<file path="src/hw/rtl/hlbc_pkg.sv">
`timescale 1ns / 1ps
// ----------------------------------------------------------------------------
// hlbc_pkg
// Shared constants, codes and types of the hashed LRU buffer cache.
// ----------------------------------------------------------------------------
package hlbc_pkg;

  localparam int NUM_BUFFERS_DEF = 30;
  localparam int NUM_BUCKETS_DEF = 13;

  // fixed field widths
  localparam int MODE_W = 2;
  localparam int DEV_W  = 16;
  localparam int BLK_W  = 32;
  localparam int IDX_W  = 5;
  localparam int STAT_W = 2;
  localparam int REFS_W = 8;

  localparam logic [REFS_W-1:0] REFS_MAX = '1;

  // request modes
  localparam logic [MODE_W-1:0] MODE_GET     = 2'd0;
  localparam logic [MODE_W-1:0] MODE_RELEASE = 2'd1;
  localparam logic [MODE_W-1:0] MODE_PIN     = 2'd2;
  localparam logic [MODE_W-1:0] MODE_UNPIN   = 2'd3;

  // response status
  localparam logic [STAT_W-1:0] ST_OK        = 2'd0;
  localparam logic [STAT_W-1:0] ST_NO_FREE   = 2'd1;
  localparam logic [STAT_W-1:0] ST_UNDERFLOW = 2'd2;
  localparam logic [STAT_W-1:0] ST_OVERFLOW  = 2'd3;

  typedef enum logic [3:0] {
    S_IDLE,
    S_SLOT,
    S_MOD,
    S_HSTART,
    S_HCHK,
    S_FNEXT,
    S_FCHK,
    S_URD,
    S_UWR,
    S_PRD,
    S_PWR1,
    S_PWR2,
    S_RESP
  } state_t;

endpackage

</file>
<file path="src/hw/rtl/hlbc_if.sv">
`timescale 1ns / 1ps
// ----------------------------------------------------------------------------
// hlbc_if
// Request and response channels of the buffer cache (valid/ready beats).
// ----------------------------------------------------------------------------
interface hlbc_req_if;
  logic                            valid;
  logic                            ready;
  logic [hlbc_pkg::MODE_W-1:0]     mode;
  logic [hlbc_pkg::DEV_W-1:0]      device;
  logic [hlbc_pkg::BLK_W-1:0]      block_number;
  logic [hlbc_pkg::IDX_W-1:0]      buffer_index;

  modport source (output valid, mode, device, block_number, buffer_index, input ready);
  modport sink   (input valid, mode, device, block_number, buffer_index, output ready);
endinterface

interface hlbc_rsp_if;
  logic                            valid;
  logic                            ready;
  logic [hlbc_pkg::IDX_W-1:0]      buffer_slot;
  logic                            was_hit;
  logic                            needs_disk_read;
  logic [hlbc_pkg::STAT_W-1:0]     status;

  modport source (output valid, buffer_slot, was_hit, needs_disk_read, status, input ready);
  modport sink   (input valid, buffer_slot, was_hit, needs_disk_read, status, output ready);
endinterface

</file>
<file path="src/hw/rtl/hashed_lru_buffer_cache.sv">
`timescale 1ns / 1ps
// ----------------------------------------------------------------------------
// hashed_lru_buffer_cache
// Hashed LRU block buffer cache over a fixed pool of buffer slots.
// ----------------------------------------------------------------------------
// Usage: one request beat on req (get, release, pin, unpin) gives exactly one
// response beat on rsp. req.ready is high only while the sequencer is idle;
// one request is in work at a time.
// Sequence: release/pin/unpin check the slot and set the result register; a
// release that drops the count to zero then runs the shared fold and subtract
// mod unit and relinks the slot (URD, UWR, PRD, PWR1, PWR2). A get runs the
// mod unit and starts its walk, then visits the nodes on its bucket list
// (forward, for a hit), then nodes on the backward lists while hunting a free
// slot, and relinks when a slot is stolen from another bucket. Each list walk
// is bounded by the node count.
// The link lists live in two single-port-write memories, one read per cycle,
// which sets the one-node-per-cycle walk rate.
// Reset (synchronous, rst high): all slots empty and unreferenced, all in
// bucket 0 with the last slot most recent; link memories read their reset
// image through per-entry valid bits, so no clearing pass is needed.
// Stall: a finished result sits in the rsp register; the next request may be
// accepted meanwhile, but its own result waits until rsp is taken.
// ----------------------------------------------------------------------------
module hashed_lru_buffer_cache #(
  parameter int NUM_BUFFERS = hlbc_pkg::NUM_BUFFERS_DEF,
  parameter int NUM_BUCKETS = hlbc_pkg::NUM_BUCKETS_DEF
) (
  input  logic              clk,
  input  logic              rst,
  hlbc_req_if.sink          req,
  hlbc_rsp_if.source        rsp
);

  localparam int NODES = NUM_BUFFERS + NUM_BUCKETS;
  localparam int NW    = $clog2(NODES);
  localparam int SW    = $clog2(NUM_BUFFERS);
  localparam int BKW   = (NUM_BUCKETS > 1) ? $clog2(NUM_BUCKETS) : 1;
  localparam int KW    = $clog2(NUM_BUCKETS + 1);
  localparam int GW    = $clog2(NODES + 1);
  localparam int IW    = hlbc_pkg::IDX_W;
  // fold width: 2^FOLD_W exceeds the bucket count, and wraps to FOLD_MUL
  localparam int FOLD_W   = BKW + 1;
  localparam int FOLD_MUL = (1 << FOLD_W) % NUM_BUCKETS;

  localparam logic [NW-1:0] HEAD0 = NW'(NUM_BUFFERS);

  // reset image of the link lists
  function automatic logic [NW-1:0] fwd_init(input logic [NW-1:0] a);
    logic [NW-1:0] r;
    if (a < HEAD0) begin
      r = (a == '0) ? HEAD0 : a - NW'(1);
    end else if (a == HEAD0) begin
      r = NW'(NUM_BUFFERS - 1);
    end else begin
      r = a;
    end
    return r;
  endfunction

  function automatic logic [NW-1:0] bwd_init(input logic [NW-1:0] a);
    logic [NW-1:0] r;
    if (a < HEAD0) begin
      r = (a == NW'(NUM_BUFFERS - 1)) ? HEAD0 : a + NW'(1);
    end else if (a == HEAD0) begin
      r = '0;
    end else begin
      r = a;
    end
    return r;
  endfunction

  function automatic logic [NW-1:0] nd(input logic [NW-1:0] a);
    return (32'(a) < NODES) ? a : '0;
  endfunction

  hlbc_pkg::state_t state, state_next;

  // request and work registers
  logic [hlbc_pkg::MODE_W-1:0] mode_r;
  logic [hlbc_pkg::DEV_W-1:0]  dev_r;
  logic [hlbc_pkg::BLK_W-1:0]  blk_r;
  logic [IW-1:0]               idx_r;
  logic [BKW-1:0]              bucket;
  logic [BKW-1:0]              fb;
  logic [hlbc_pkg::BLK_W-1:0]  mod_val;
  logic [NW-1:0]               ln;
  logic [NW-1:0]               first_n;
  logic                        first_pass;
  logic [KW-1:0]               k;
  logic [GW-1:0]               gcnt;

  // result register and output register
  logic [IW-1:0]               res_slot;
  logic                        res_hit;
  logic                        res_rd;
  logic [hlbc_pkg::STAT_W-1:0] res_st;
  logic                        out_valid;
  logic [IW-1:0]               out_slot;
  logic                        out_hit;
  logic                        out_rd;
  logic [hlbc_pkg::STAT_W-1:0] out_st;

  // slot arrays
  logic [hlbc_pkg::DEV_W-1:0]  slot_device [NUM_BUFFERS];
  logic [hlbc_pkg::BLK_W-1:0]  slot_block  [NUM_BUFFERS];
  logic [hlbc_pkg::REFS_W-1:0] slot_refs   [NUM_BUFFERS];
  logic [NUM_BUFFERS-1:0]      slot_valid;

  // link memories
  logic [NW-1:0]    fwd_mem [NODES];
  logic [NW-1:0]    bwd_mem [NODES];
  logic [NODES-1:0] fwd_vld;
  logic [NODES-1:0] bwd_vld;
  logic [NW-1:0]    fwd_q, bwd_q;
  logic [NW-1:0]    ra;
  logic             fwd_we, bwd_we;
  logic [NW-1:0]    fwd_wa, fwd_wd, bwd_wa, bwd_wd;
  logic             req_ready;

  // derived values
  logic [NW-1:0]     n_h, n_b, head_b, head_f, node_sel;
  logic [SW-1:0]     sa;
  logic              sa_ok;
  logic [hlbc_pkg::DEV_W-1:0]  s_dev;
  logic [hlbc_pkg::BLK_W-1:0]  s_blk;
  logic [hlbc_pkg::REFS_W-1:0] s_refs;
  logic              s_val;
  logic              idx_ok;
  logic [hlbc_pkg::BLK_W-1:0]  mod_hi;
  logic [hlbc_pkg::BLK_W-1:0]  mod_step;
  logic [BKW-1:0]    rem_next;
  logic              mod_last;
  logic              h_end, h_hit, f_end, f_got;
  logic              fn_fail, fn_go;
  logic [BKW-1:0]    fn_sel;
  logic              rsp_free;

  assign n_h    = nd(fwd_q);
  assign n_b    = nd(bwd_q);
  assign head_b = HEAD0 + NW'(bucket);
  assign head_f = HEAD0 + NW'(fb);
  assign idx_ok = 32'(idx_r) < NUM_BUFFERS;

  // slot read address: list node in the walks, request index otherwise
  always_comb begin
    case (state)
      hlbc_pkg::S_HCHK: node_sel = n_h;
      hlbc_pkg::S_FCHK: node_sel = n_b;
      default:          node_sel = NW'(idx_r);
    endcase
  end
  assign sa_ok  = (32'(node_sel) < NUM_BUFFERS) &&
                  ((state != hlbc_pkg::S_SLOT) || idx_ok);
  assign sa     = sa_ok ? SW'(node_sel) : '0;
  assign s_dev  = slot_device[sa];
  assign s_blk  = slot_block[sa];
  assign s_refs = slot_refs[sa];
  assign s_val  = slot_valid[sa];

  // shared mod unit: fold high bits down by 2^FOLD_W mod N, then subtract N
  assign mod_hi = mod_val >> FOLD_W;
  always_comb begin
    if (mod_hi != '0) begin
      mod_step = {{(hlbc_pkg::BLK_W - FOLD_W){1'b0}}, mod_val[FOLD_W-1:0]} +
                 mod_hi * hlbc_pkg::BLK_W'(FOLD_MUL);
    end else begin
      mod_step = mod_val - hlbc_pkg::BLK_W'(NUM_BUCKETS);
    end
  end
  assign mod_last = (mod_hi == '0) && (mod_val < hlbc_pkg::BLK_W'(NUM_BUCKETS));
  assign rem_next = mod_val[BKW-1:0];

  // list walk decisions
  assign h_end = (n_h == head_b) || (gcnt == GW'(NODES));
  assign h_hit = sa_ok && (s_dev == dev_r) && (s_blk == blk_r);
  assign f_end = (n_b == head_f) || (gcnt == GW'(NODES));
  assign f_got = sa_ok && (s_refs == '0);

  // bucket picker for the free-slot hunt: own bucket first, then index order
  always_comb begin
    fn_fail = 1'b0;
    fn_go   = 1'b0;
    fn_sel  = bucket;
    if (first_pass) begin
      fn_go = 1'b1;
    end else if (k >= KW'(NUM_BUCKETS)) begin
      fn_fail = 1'b1;
    end else if (BKW'(k) != bucket) begin
      fn_go  = 1'b1;
      fn_sel = BKW'(k);
    end
  end

  assign rsp_free = !out_valid || rsp.ready;

  // next state
  always_comb begin
    state_next = state;
    case (state)
      hlbc_pkg::S_IDLE: begin
        if (req.valid) begin
          state_next = (req.mode == hlbc_pkg::MODE_GET) ? hlbc_pkg::S_MOD : hlbc_pkg::S_SLOT;
        end
      end
      hlbc_pkg::S_SLOT: begin
        if (idx_ok && mode_r == hlbc_pkg::MODE_RELEASE && s_refs == hlbc_pkg::REFS_W'(1)) begin
          state_next = hlbc_pkg::S_MOD;
        end else begin
          state_next = hlbc_pkg::S_RESP;
        end
      end
      hlbc_pkg::S_MOD: begin
        if (mod_last) begin
          state_next = (mode_r == hlbc_pkg::MODE_GET) ? hlbc_pkg::S_HSTART : hlbc_pkg::S_URD;
        end
      end
      hlbc_pkg::S_HSTART: state_next = hlbc_pkg::S_HCHK;
      hlbc_pkg::S_HCHK: begin
        if (h_end) begin
          state_next = hlbc_pkg::S_FNEXT;
        end else if (h_hit) begin
          state_next = hlbc_pkg::S_RESP;
        end
      end
      hlbc_pkg::S_FNEXT: begin
        if (fn_fail) begin
          state_next = hlbc_pkg::S_RESP;
        end else if (fn_go) begin
          state_next = hlbc_pkg::S_FCHK;
        end
      end
      hlbc_pkg::S_FCHK: begin
        if (f_end) begin
          state_next = hlbc_pkg::S_FNEXT;
        end else if (f_got) begin
          state_next = (fb != bucket) ? hlbc_pkg::S_URD : hlbc_pkg::S_RESP;
        end
      end
      hlbc_pkg::S_URD:  state_next = hlbc_pkg::S_UWR;
      hlbc_pkg::S_UWR:  state_next = hlbc_pkg::S_PRD;
      hlbc_pkg::S_PRD:  state_next = hlbc_pkg::S_PWR1;
      hlbc_pkg::S_PWR1: state_next = hlbc_pkg::S_PWR2;
      hlbc_pkg::S_PWR2: state_next = hlbc_pkg::S_RESP;
      hlbc_pkg::S_RESP: begin
        if (rsp_free) begin
          state_next = hlbc_pkg::S_IDLE;
        end
      end
      default: state_next = hlbc_pkg::S_IDLE;
    endcase
  end

  // memory port controls and ready
  always_comb begin
    req_ready = 1'b0;
    ra        = head_b;
    fwd_we    = 1'b0;
    fwd_wa    = '0;
    fwd_wd    = '0;
    bwd_we    = 1'b0;
    bwd_wa    = '0;
    bwd_wd    = '0;
    case (state)
      hlbc_pkg::S_IDLE:   req_ready = 1'b1;
      hlbc_pkg::S_HSTART: ra = head_b;
      hlbc_pkg::S_HCHK:   ra = n_h;
      hlbc_pkg::S_FNEXT:  ra = HEAD0 + NW'(fn_sel);
      hlbc_pkg::S_FCHK:   ra = n_b;
      hlbc_pkg::S_URD:    ra = ln;
      hlbc_pkg::S_UWR: begin
        // unlink: back[f] = b, fwd[b] = f
        bwd_we = 1'b1;
        bwd_wa = n_h;
        bwd_wd = n_b;
        fwd_we = 1'b1;
        fwd_wa = n_b;
        fwd_wd = n_h;
      end
      hlbc_pkg::S_PRD:    ra = head_b;
      hlbc_pkg::S_PWR1: begin
        fwd_we = 1'b1;
        fwd_wa = ln;
        fwd_wd = n_h;
        bwd_we = 1'b1;
        bwd_wa = ln;
        bwd_wd = head_b;
      end
      hlbc_pkg::S_PWR2: begin
        bwd_we = 1'b1;
        bwd_wa = first_n;
        bwd_wd = ln;
        fwd_we = 1'b1;
        fwd_wa = head_b;
        fwd_wd = ln;
      end
      default: ;
    endcase
  end

  assign req.ready = req_ready;

  // link memories: one write and one registered read each
  always_ff @(posedge clk) begin
    if (fwd_we) begin
      fwd_mem[fwd_wa] <= fwd_wd;
    end
    if (bwd_we) begin
      bwd_mem[bwd_wa] <= bwd_wd;
    end
    fwd_q <= fwd_vld[ra] ? fwd_mem[ra] : fwd_init(ra);
    bwd_q <= bwd_vld[ra] ? bwd_mem[ra] : bwd_init(ra);
  end

  always_ff @(posedge clk) begin
    if (rst) begin
      fwd_vld <= '0;
      bwd_vld <= '0;
    end else begin
      if (fwd_we) begin
        fwd_vld[fwd_wa] <= 1'b1;
      end
      if (bwd_we) begin
        bwd_vld[bwd_wa] <= 1'b1;
      end
    end
  end

  // state register
  always_ff @(posedge clk) begin
    if (rst) begin
      state <= hlbc_pkg::S_IDLE;
    end else begin
      state <= state_next;
    end
  end

  // datapath and slot arrays
  always_ff @(posedge clk) begin
    if (rst) begin
      for (int i = 0; i < NUM_BUFFERS; i++) begin
        slot_device[i] <= '0;
        slot_block[i]  <= '0;
        slot_refs[i]   <= '0;
      end
      slot_valid <= '0;
    end else begin
      case (state)
        hlbc_pkg::S_IDLE: begin
          if (req.valid) begin
            mode_r   <= req.mode;
            dev_r    <= req.device;
            blk_r    <= req.block_number;
            idx_r    <= req.buffer_index;
            mod_val  <= req.block_number;
            res_slot <= req.buffer_index;
            res_hit  <= 1'b0;
            res_rd   <= 1'b0;
            res_st   <= hlbc_pkg::ST_OK;
          end
        end
        hlbc_pkg::S_SLOT: begin
          if (idx_ok) begin
            if (mode_r == hlbc_pkg::MODE_PIN) begin
              if (s_refs == hlbc_pkg::REFS_MAX) begin
                res_st <= hlbc_pkg::ST_OVERFLOW;
              end else begin
                slot_refs[sa] <= s_refs + hlbc_pkg::REFS_W'(1);
              end
            end else if (s_refs == '0) begin
              res_st <= hlbc_pkg::ST_UNDERFLOW;
            end else begin
              slot_refs[sa] <= s_refs - hlbc_pkg::REFS_W'(1);
            end
          end
          // release to zero: hash the slot's block, then relink it
          mod_val <= s_blk;
          ln      <= NW'(idx_r);
        end
        hlbc_pkg::S_MOD: begin
          if (mod_last) begin
            bucket <= rem_next;
          end else begin
            mod_val <= mod_step;
          end
        end
        hlbc_pkg::S_HSTART: gcnt <= '0;
        hlbc_pkg::S_HCHK: begin
          gcnt <= gcnt + GW'(1);
          if (h_end) begin
            first_pass <= 1'b1;
            k          <= '0;
          end else if (h_hit) begin
            res_slot <= IW'(n_h);
            res_hit  <= 1'b1;
            if (s_refs == hlbc_pkg::REFS_MAX) begin
              res_st <= hlbc_pkg::ST_OVERFLOW;
            end else begin
              slot_refs[sa]  <= s_refs + hlbc_pkg::REFS_W'(1);
              res_rd         <= !s_val;
              slot_valid[sa] <= 1'b1;
            end
          end
        end
        hlbc_pkg::S_FNEXT: begin
          if (fn_fail) begin
            res_slot <= '0;
            res_st   <= hlbc_pkg::ST_NO_FREE;
          end else begin
            if (first_pass) begin
              first_pass <= 1'b0;
            end else begin
              k <= k + KW'(1);
            end
            fb   <= fn_sel;
            gcnt <= '0;
          end
        end
        hlbc_pkg::S_FCHK: begin
          gcnt <= gcnt + GW'(1);
          if (!f_end && f_got) begin
            slot_device[sa] <= dev_r;
            slot_block[sa]  <= blk_r;
            slot_refs[sa]   <= hlbc_pkg::REFS_W'(1);
            slot_valid[sa]  <= 1'b1;
            res_slot        <= IW'(n_b);
            res_rd          <= 1'b1;
            ln              <= n_b;
          end
        end
        hlbc_pkg::S_PWR1: first_n <= n_h;
        default: ;
      endcase
    end
  end

  // response register
  always_ff @(posedge clk) begin
    if (rst) begin
      out_valid <= 1'b0;
    end else if (state == hlbc_pkg::S_RESP && rsp_free) begin
      out_valid <= 1'b1;
    end else if (rsp.ready) begin
      out_valid <= 1'b0;
    end
  end

  always_ff @(posedge clk) begin
    if (state == hlbc_pkg::S_RESP && rsp_free) begin
      out_slot <= res_slot;
      out_hit  <= res_hit;
      out_rd   <= res_rd;
      out_st   <= res_st;
    end
  end

  assign rsp.valid           = out_valid;
  assign rsp.buffer_slot     = out_slot;
  assign rsp.was_hit         = out_hit;
  assign rsp.needs_disk_read = out_rd;
  assign rsp.status          = out_st;

  // checks
  a_nofree_fields: assert property (@(posedge clk) disable iff (rst)
    rsp.valid && rsp.status == hlbc_pkg::ST_NO_FREE |->
      rsp.buffer_slot == '0 && !rsp.was_hit && !rsp.needs_disk_read)
    else $error("no-free response carries slot data");

  a_read_ok: assert property (@(posedge clk) disable iff (rst)
    rsp.valid && rsp.needs_disk_read |-> rsp.status == hlbc_pkg::ST_OK)
    else $error("disk read flagged on a failed request");

  a_idle_no_write: assert property (@(posedge clk) disable iff (rst)
    state == hlbc_pkg::S_IDLE || state == hlbc_pkg::S_RESP |-> !fwd_we && !bwd_we)
    else $error("link write outside a relink");

  a_guard: assert property (@(posedge clk) disable iff (rst)
    state == hlbc_pkg::S_HCHK || state == hlbc_pkg::S_FCHK |-> gcnt <= GW'(NODES))
    else $error("list walk ran past the node count");

endmodule
</file>
<file path="src/flat_wrapper.sv">
// flat-port wrapper written by rule: the top's interface ports become plain ports
module hashed_lru_buffer_cache_flat 
#(
  parameter int NUM_BUFFERS = hlbc_pkg::NUM_BUFFERS_DEF,
  parameter int NUM_BUCKETS = hlbc_pkg::NUM_BUCKETS_DEF
)
  (clk, rst, req_valid, req_mode, req_device, req_block_number, req_buffer_index, req_ready, rsp_valid, rsp_buffer_slot, rsp_was_hit, rsp_needs_disk_read, rsp_status, rsp_ready);
  hlbc_req_if req_i ();
  hlbc_rsp_if rsp_i ();
  input  logic clk;
  input  logic rst;
  input wire logic [$bits(req_i.valid)-1:0] req_valid;
  input wire logic [$bits(req_i.mode)-1:0] req_mode;
  input wire logic [$bits(req_i.device)-1:0] req_device;
  input wire logic [$bits(req_i.block_number)-1:0] req_block_number;
  input wire logic [$bits(req_i.buffer_index)-1:0] req_buffer_index;
  output wire logic [$bits(req_i.ready)-1:0] req_ready;
  output wire logic [$bits(rsp_i.valid)-1:0] rsp_valid;
  output wire logic [$bits(rsp_i.buffer_slot)-1:0] rsp_buffer_slot;
  output wire logic [$bits(rsp_i.was_hit)-1:0] rsp_was_hit;
  output wire logic [$bits(rsp_i.needs_disk_read)-1:0] rsp_needs_disk_read;
  output wire logic [$bits(rsp_i.status)-1:0] rsp_status;
  input wire logic [$bits(rsp_i.ready)-1:0] rsp_ready;
  assign req_i.valid = req_valid;
  assign req_i.mode = req_mode;
  assign req_i.device = req_device;
  assign req_i.block_number = req_block_number;
  assign req_i.buffer_index = req_buffer_index;
  assign req_ready = req_i.ready;
  assign rsp_valid = rsp_i.valid;
  assign rsp_buffer_slot = rsp_i.buffer_slot;
  assign rsp_was_hit = rsp_i.was_hit;
  assign rsp_needs_disk_read = rsp_i.needs_disk_read;
  assign rsp_status = rsp_i.status;
  assign rsp_i.ready = rsp_ready;
  hashed_lru_buffer_cache #(.NUM_BUFFERS(NUM_BUFFERS), .NUM_BUCKETS(NUM_BUCKETS)) u_core (.clk(clk), .rst(rst), .req(req_i), .rsp(rsp_i));
endmodule
</file>
<file path="config.mk">
export PLATFORM = sky130hd
export DESIGN_NAME = hashed_lru_buffer_cache_flat
export DESIGN_NICKNAME = d
export VERILOG_FILES = /design/src/hw/rtl/hlbc_pkg.sv /design/src/hw/rtl/hlbc_if.sv /design/src/hw/rtl/hashed_lru_buffer_cache.sv /design/src/flat_wrapper.sv
export SDC_FILE = /design/constraint.sdc
export NUM_CORES = 2
export LEC_CHECK = 0
export ABC_AREA = 1
export BUFFER_PORTS_ARGS = -buffer_cell sky130_fd_sc_hd__buf_2
export CAP_MARGIN = 25
export CELL_PAD_IN_SITES_DETAIL_PLACEMENT = 1
export CELL_PAD_IN_SITES_GLOBAL_PLACEMENT = 1
export CORE_MARGIN = 2
export CORE_UTILIZATION = 45
export DETAILED_ROUTE_END_ITERATION = 8
export PLACE_DENSITY_LB_ADDON = 0.08
export SETUP_SLACK_MARGIN = 0.3
export SYNTH_ARGS = -nofsm -noshare
export SYNTH_HDL_FRONTEND = slang
export SYNTH_SLANG_ARGS = --single-unit
</file>
<file path="constraint.sdc">
create_clock -name clk -period 7.47 [get_ports clk]
set_input_delay 0.3735 -clock clk [delete_from_list [all_inputs] [get_ports clk]]
set_output_delay 0.3735 -clock clk [all_outputs]
set_load 0.02 [all_outputs]
</file>
# Yosys cells after proc, flatten, opt, wreduce, memory -nomap -nowiden

Memory sizes are Yosys's and may differ from the RTL's.
Index checks and enable logic that the tools add are counted.

$add $sub $neg: 11
Multipliers: 1
Div/mod/pow operators: 0
$lt $le $gt $ge: 14
Eq/ne operators: 43
Shifts and indexed selects: 0
Mux-type cells: 136
Bitwise gates (word level): 8
Reduce and logical (&&, ||, !) cells: 57

Operators by type and width:

| operator                | count |
|---|---|
| $mux W32                | 4 |
| $mux W30                | 4 |
| $pmux W32 S3            | 1 |
| $or A43 B43 Y43         | 2 |
| $mux W6                 | 12 |
| $pmux W6 S3             | 4 |
| $mux W4                 | 17 |
| $pmux W30 S2            | 1 |
| $mux W1                 | 52 |
| $pmux W4 S13            | 1 |
| $mux W5                 | 9 |
| $pmux W6 S2             | 3 |
| $add A5 B32 Y32         | 1 |
| $eq A32 B32 Y1          | 1 |
| $logic_not A32 Y1       | 1 |
| $lt A32 B4 Y1 const B   | 1 |
| $mux W8                 | 4 |
| $reduce_bool A32 Y1     | 1 |
| $reduce_or A32 Y1       | 1 |
| $sub A32 B4 Y32 const B | 1 |
| $or A30 B30 Y30         | 1 |
| $mul A27 B2 Y29 const B | 1 |
| $pmux W6 S4             | 1 |
| $lt A6 B7 Y1 const B    | 3 |
| 65 further kinds        | 143 |

Register bits after elaboration: 269
Latch bits: 0
Memory bits (writable): 2,196
ROM bits: 0
Output and inout port bits: 11
Memories: 5

Memory list:

| name               | words | width | read ports | clocked after Yosys merged registers in | write ports | RTL line                       | RTL |
|---|---|---|---|---|---|---|---|
| u_core.slot_block  | 30    | 32    | 1          | 0                                       | 30          | hashed_lru_buffer_cache.sv:105 | `logic [hlbc_pkg::BLK_W-1:0] slot_block [NUM_BUFFERS];` |
| u_core.slot_device | 30    | 16    | 1          | 0                                       | 30          | hashed_lru_buffer_cache.sv:104 | `logic [hlbc_pkg::DEV_W-1:0] slot_device [NUM_BUFFERS];` |
| u_core.bwd_mem     | 43    | 6     | 1          | 0                                       | 1           | hashed_lru_buffer_cache.sv:111 | `logic [NW-1:0] bwd_mem [NODES];` |
| u_core.fwd_mem     | 43    | 6     | 1          | 0                                       | 1           | hashed_lru_buffer_cache.sv:110 | `logic [NW-1:0] fwd_mem [NODES];` |
| u_core.slot_refs   | 30    | 8     | 1          | 0                                       | 30          | hashed_lru_buffer_cache.sv:106 | `logic [hlbc_pkg::REFS_W-1:0] slot_refs [NUM_BUFFERS];` |

# Depth between registers and ports, before layout

An unclocked memory read counts as a cell.

Depth after elaboration: 19
Gate-level depth with buffers: 35
Mapped depth without buffers: 31

# Worst setup path after synthesis

Ideal clock, no wire load.

Kind: register to register
From: register u_core.state[2]
To: memory u_core.slot_block[13][0] (netlist name), enable pin
Setup time: 0.407 ns
Data arrival time: 5.034 ns
Data required time: 7.063 ns
Slack: 2.030 ns
Stages on the path, launching flop included: 28
Buffers on the path: 7
Cell sequence: dfxtp_1 > nand2_2 > buf_6 > nor2_4 > buf_6 > nand3_2 > nand3_4 > nand2_2 > inv_4 > nand2_8 > nand3_4 > nor2_2 > buf_6 > clkbuf_8 > a22oi_1 > a21oi_1 > or2_2 > nor3_2 > ha_1 > nand2_2 > nor2_4 > nand4_4 > inv_4 > buf_6 > nand2_1 > buf_2 > buf_2 > nand2_1

RTL lines:

| what                   | RTL line                       | RTL |
|---|---|---|
| from (decl)            | hashed_lru_buffer_cache.sv:76  | `hlbc_pkg::state_t state, state_next;` |
| from (signal assigned) | hashed_lru_buffer_cache.sv:331 | `state <= hlbc_pkg::S_IDLE;` |
| from (signal assigned) | hashed_lru_buffer_cache.sv:333 | `state <= state_next;` |
| to (decl)              | hashed_lru_buffer_cache.sv:105 |  |

==> run_results.csv <==
group,metric,value,unit
setup_path,worst_r2r_endpoint,"u_core.slot_refs[10][1]$_SDFFCE_PN0P_",
yosys,synth-xor-area-share,0.00466,
floorplanning,fp.dieH,521,um
sta,fin_ws,0.582,ns
sta,slew_viol_final,0,
power_and_ir_drop,p_switching,22.9,mW
run_status,status,"completed",
worst_hold_path,hold_end,"u_core.dev_r[9]$_DFFE_PP_",
setup_path,worstReg2RegStart,"u_core.state[2]$_SDFFE_PP0P_",
setup_path,crit_top_cell,"nand2_1",
floorplanning,boundaryPins,70,
yosys,synth_cell_types,79,
sta,finalCritPeriodShare,0.922,
power_and_ir_drop,swShare,0.432,
clock_network,clk-insertion-delay-late,0.95,ns
sta,grt_setup_unrepaired,"false",
yosys,synth_compound_area_frac,0.0503,
routing,routedWlPerCell,28.7,um
placed_design,dp.cells,15800,
clock_network,cts-root-buf,"clkbuf_16",
routing,via_per_inst,5.80,
setup_path,required,8.03,ns
routing,drc,0,
clock_network,cts_tree,"built",
sta,period_minus_slack,6.89,ns
routing,drt_iter0_drc,10700,
routing,first_pass_iters,9,
layout,final_net_count,12800,
floorplanning,start_util,0.453,
layout,drive_above_1_share,0.100,
clock_network,clk_path_buf_depth,4,
yosys,synth_cells,12500,
power_and_ir_drop,combPwrFrac,0.411,
global_route,gr-total-overflow,0,
flow_run,maxCapViolCount,0,
sta,holdWs,0.182,ns
power_and_ir_drop,p_leak,56.0,nW
global_route,grt_pass1_vias,96700,
worst_hold_path,hp-start,"req_device[9]",
clock_network,cts.sinks,2577,
global_route,globalRouteTotalUtil,0.341,
worst_hold_path,hold_depth,2,
clock_network,cts_buffers,291,
yosys,ys_ff_latch,2577,
yosys,synth_top_area_share,0.610,
floorplanning,rows,189,
setup_path,path_class,"register to register",
power_and_ir_drop,peakVddDrop,0.440,mV
yosys,synthMuxAreaShare,0.000843,
sta,hold_viol,0,
setup_path,max_stage_delay,0.48,ns
setup_path,worst_setup_path_start_kind,"register",
power_and_ir_drop,total_power,53.1,mW
floorplanning,fp.dieW,521,um
floorplanning,coreArea,0.266,sq mm
yosys,netlist_area,0.120,sq mm
yosys,seq_area_frac_synth,0.632,
placed_design,place_ws,0.516,ns
floorplanning,die_area,0.271,sq mm
sta,finalSetupViolCount,0,
yosys,synthFlopType,"edfxtp_1",
sta,finalClockSkew,0.0865,ns
layout,fin_cells,16400,
layout,area_delta_synth_final,13.2,%
routing,ant_nets,0,
setup_path,worstRegToRegCells,29,
setup_path,cp_slowest_cell,"nor2_1",
power_and_ir_drop,p_per_area,390,mW/mm^2
sta,tns,0,ns
yosys,synth_fa_ha_area_frac,0.00834,
global_route,grt_max_degree,113,
placed_design,gp_congestion,0.890,
setup_path,reg2reg_slack,0.58,ns
clock_network,cts-htree-levels,5,
setup_path,cp.arrival,7.44,ns
routing,vias,95100,
global_route,grt_antenna_before_repair,24,
sta,relSlewSlack,0.243,
setup_path,cp_max_fo,86,
setup_path,crit_buf_inv,4,
yosys,async_flop_share,0,
yosys,synth_top_family_by_area,"simple AND/OR/NAND/NOR gates",
placed_design,dp_hpwl,290000,um
setup_path,worst_path_dominant_cell_family,"simple AND/OR/NAND/NOR gates",
yosys,synth_edf_count,2444,
setup_path,crit_path_end_kind,"register",
power_and_ir_drop,p_clk_frac,0.266,
yosys,avgSynthCellArea,9.60,sq um
yosys,yosys_warnings,0,
power_and_ir_drop,internal_power,30.1,mW
routing,wirelength,471000,um
clock_network,clk_pin_slew,0.06,ns
power_and_ir_drop,seq_power_share,0.324,
worst_hold_path,min_path_type,"input pin to register",
yosys,synth_simple_gate_area_frac,0.242,
placed_design,io_buffers,69,
sta,tightest_slew,1.13,ns
yosys,synth_area_leaders,"edfxtp_1 61%, nor2_1 11%, nand2_1 8.9%",
yosys,synth_top_cell_by_area,"edfxtp_1",
global_route,grt_pass1_wl,675000,um
sta,max_freq,0.145,GHz
[layout make-up]
cell class                      count  area, sq um
Antenna cell                        6         15.0
Clock buffer                      379         7960
Clock inverter                    144         1130
Fill cell                       29300       129000
Inverter                          896         3400
Multi-Input combinational cell   8373        37900
Sequential cell                  2577        76100
Tap cell                         3533         4420
Timing Repair Buffer              489         5290
[cell families (layout without fill, tap and decap cells)]
family / count (synthesis) / in the layout
AND/OR/NAND/NOR: 7089 / 7089
XOR/XNOR: 64 / 64
adder cells (fa/ha/maj): 79 / 79
other: 1 / 118
AO/OA/AOI/OAI: 1019 / 1019
buffers and inverters: 1693 / 1908
flip-flops: 2577 / 2577
multiplexers: 10 / 10
[per-layer routing]
metal  share of wire  global-route usage  vias up
met4           0.045               0.140       14
met5         0.00017                   0        -
met2            0.47               0.555     4280
met3           0.085              0.0512     1038
li1                -                   -    41200
met1            0.40               0.458    48600
[worst register-to-register path: cells and delay by family, from the launching register on]
family / cells / cell delay (ns)
compound gates: 1 / 0.22
buf+inv: 4 / 1.10
flops: 1 / 0.42
simple gates: 24 / 4.82
[cells in the mapped netlist, types with 14 or more instances]
cell	number
a21oi_1	191
a221oi_1	20
a22o_1	17
a22oi_1	52
a32o_1	21
buf_1	14
buf_2	228
buf_4	19
buf_6	36
clkbuf_1	466
clkbuf_8	21
dfxtp_1	133
edfxtp_1	2444
ha_1	77
inv_1	868
inv_2	15
nand2_1	2852
nand2_2	23
nand2_8	32
nand3_1	216
nand4_1	243
nor2_1	3367
nor2_2	248
nor3_1	38
o2111ai_1	18
o211ai_1	42
o21ai_0	422
o21ai_1	58
o221ai_1	18
o22ai_1	87
xnor2_1	24
xor2_1	40
[sequential cells by signal (all words and copies together) (netlist names), 4 cells and up]
name and cells:
u_core.bwd_mem 258, u_core.ln 6, u_core.slot_device 512, u_core.state 4, u_core.bwd_vld 43, u_core.mod_val 32
u_core.blk_r 32, u_core.first_n 6, u_core.bucket 4, u_core.slot_valid 30, u_core.fwd_q 6, u_core.k 4
u_core.rsp.buffer_slot 5, u_core.fwd_vld 43, u_core.slot_block 1024, u_core.slot_refs 256, u_core.gcnt 6, u_core.idx_r 5
u_core.res_slot 5, u_core.dev_r 16, u_core.fwd_mem 258, u_core.fb 4, u_core.bwd_q 6
[per-stage QoR]
step            util  instance area, sq um
6_report       0.513                136000
5_1_grt        0.513                136000
4_1_cts        0.512                136000
3_5_place_dp   0.476                126000
3_3_place_gp   0.473                126000
2_1_floorplan      -                121000
[power groups by stage]
stage	Sequential, mW	Clock (mW)	Combinational (mW)
2_1_floorplan	17.3	0	12.9
3_3_place_gp	17.4	0	21.0
3_5_place_dp	17.5	0	21.4
4_1_cts	17.2	14.2	21.6
5_1_grt	17.2	14.7	23.4
6_report	17.2	14.1	21.8
[timing repair]
item / CTS / global route
hold buffers: 58 / 0
gates resized for setup: 0 / 3
endpoints found under the hold margin: 85 / 0
buffers inserted: 0 / 0
setup endpoints to repair: 0 / 173
[worst max path at each step]
stage | from | end | slack [ns] | cells past startpoint
floorplan | u_core.state[2]$_SDFFE_PP0P_ | u_core.slot_block[13][0]$_SDFFCE_PN0P_ | 2.03 | 27
global placement | u_core.mod_val[5]$_DFFE_PP_ | u_core.mod_val[23]$_DFFE_PP_ | 0.22 | 19
detailed placement | u_core.state[2]$_SDFFE_PP0P_ | u_core.slot_refs[10][0]$_SDFFCE_PN0P_ | 0.52 | 29
CTS | u_core.state[2]$_SDFFE_PP0P_ | u_core.slot_refs[20][7]$_SDFFCE_PN0P_ | 0.52 | 29
global route | u_core.state[2]$_SDFFE_PP0P_ | u_core.slot_refs[20][1]$_SDFFCE_PN0P_ | 0.40 | 29
finish | u_core.state[2]$_SDFFE_PP0P_ | u_core.slot_refs[10][1]$_SDFFCE_PN0P_ | 0.58 | 29
[layout by cell type, fill, tap and decap left out, types with 15 or more instances in the layout]
cell / netlist / final
xor2_1: 40 / 40
ha_1: 77 / 77
clkinv_2: 0 / 45
o211ai_1: 42 / 42
o2111ai_1: 18 / 18
a221oi_1: 20 / 20
nand2_1: 2852 / 2797
nand3_1: 216 / 215
o21ai_0: 422 / 416
nand2_8: 32 / 34
a22o_1: 17 / 17
conb_1: 1 / 112
inv_1: 868 / 867
xnor2_1: 24 / 24
dlygate4sd3_1: 0 / 58
edfxtp_1: 2444 / 2444
buf_16: 0 / 22
a22oi_1: 52 / 52
buf_2: 228 / 69
o21ai_1: 58 / 59
clkinv_1: 7 / 61
nor2_4: 9 / 16
nand2_4: 6 / 66
nor2_2: 248 / 251
nor3_1: 38 / 37
clkbuf_8: 21 / 15
clkbuf_16: 0 / 300
nor2_1: 3367 / 3357
clkbuf_1: 466 / 63
a32o_1: 21 / 21
a21oi_1: 191 / 190
o221ai_1: 18 / 16
nand2_2: 23 / 16
nand4_1: 243 / 243
dfxtp_1: 133 / 133
buf_4: 19 / 236
buf_12: 7 / 92
o22ai_1: 87 / 85
No activity file was read; power rests on OpenSTA's default activity.
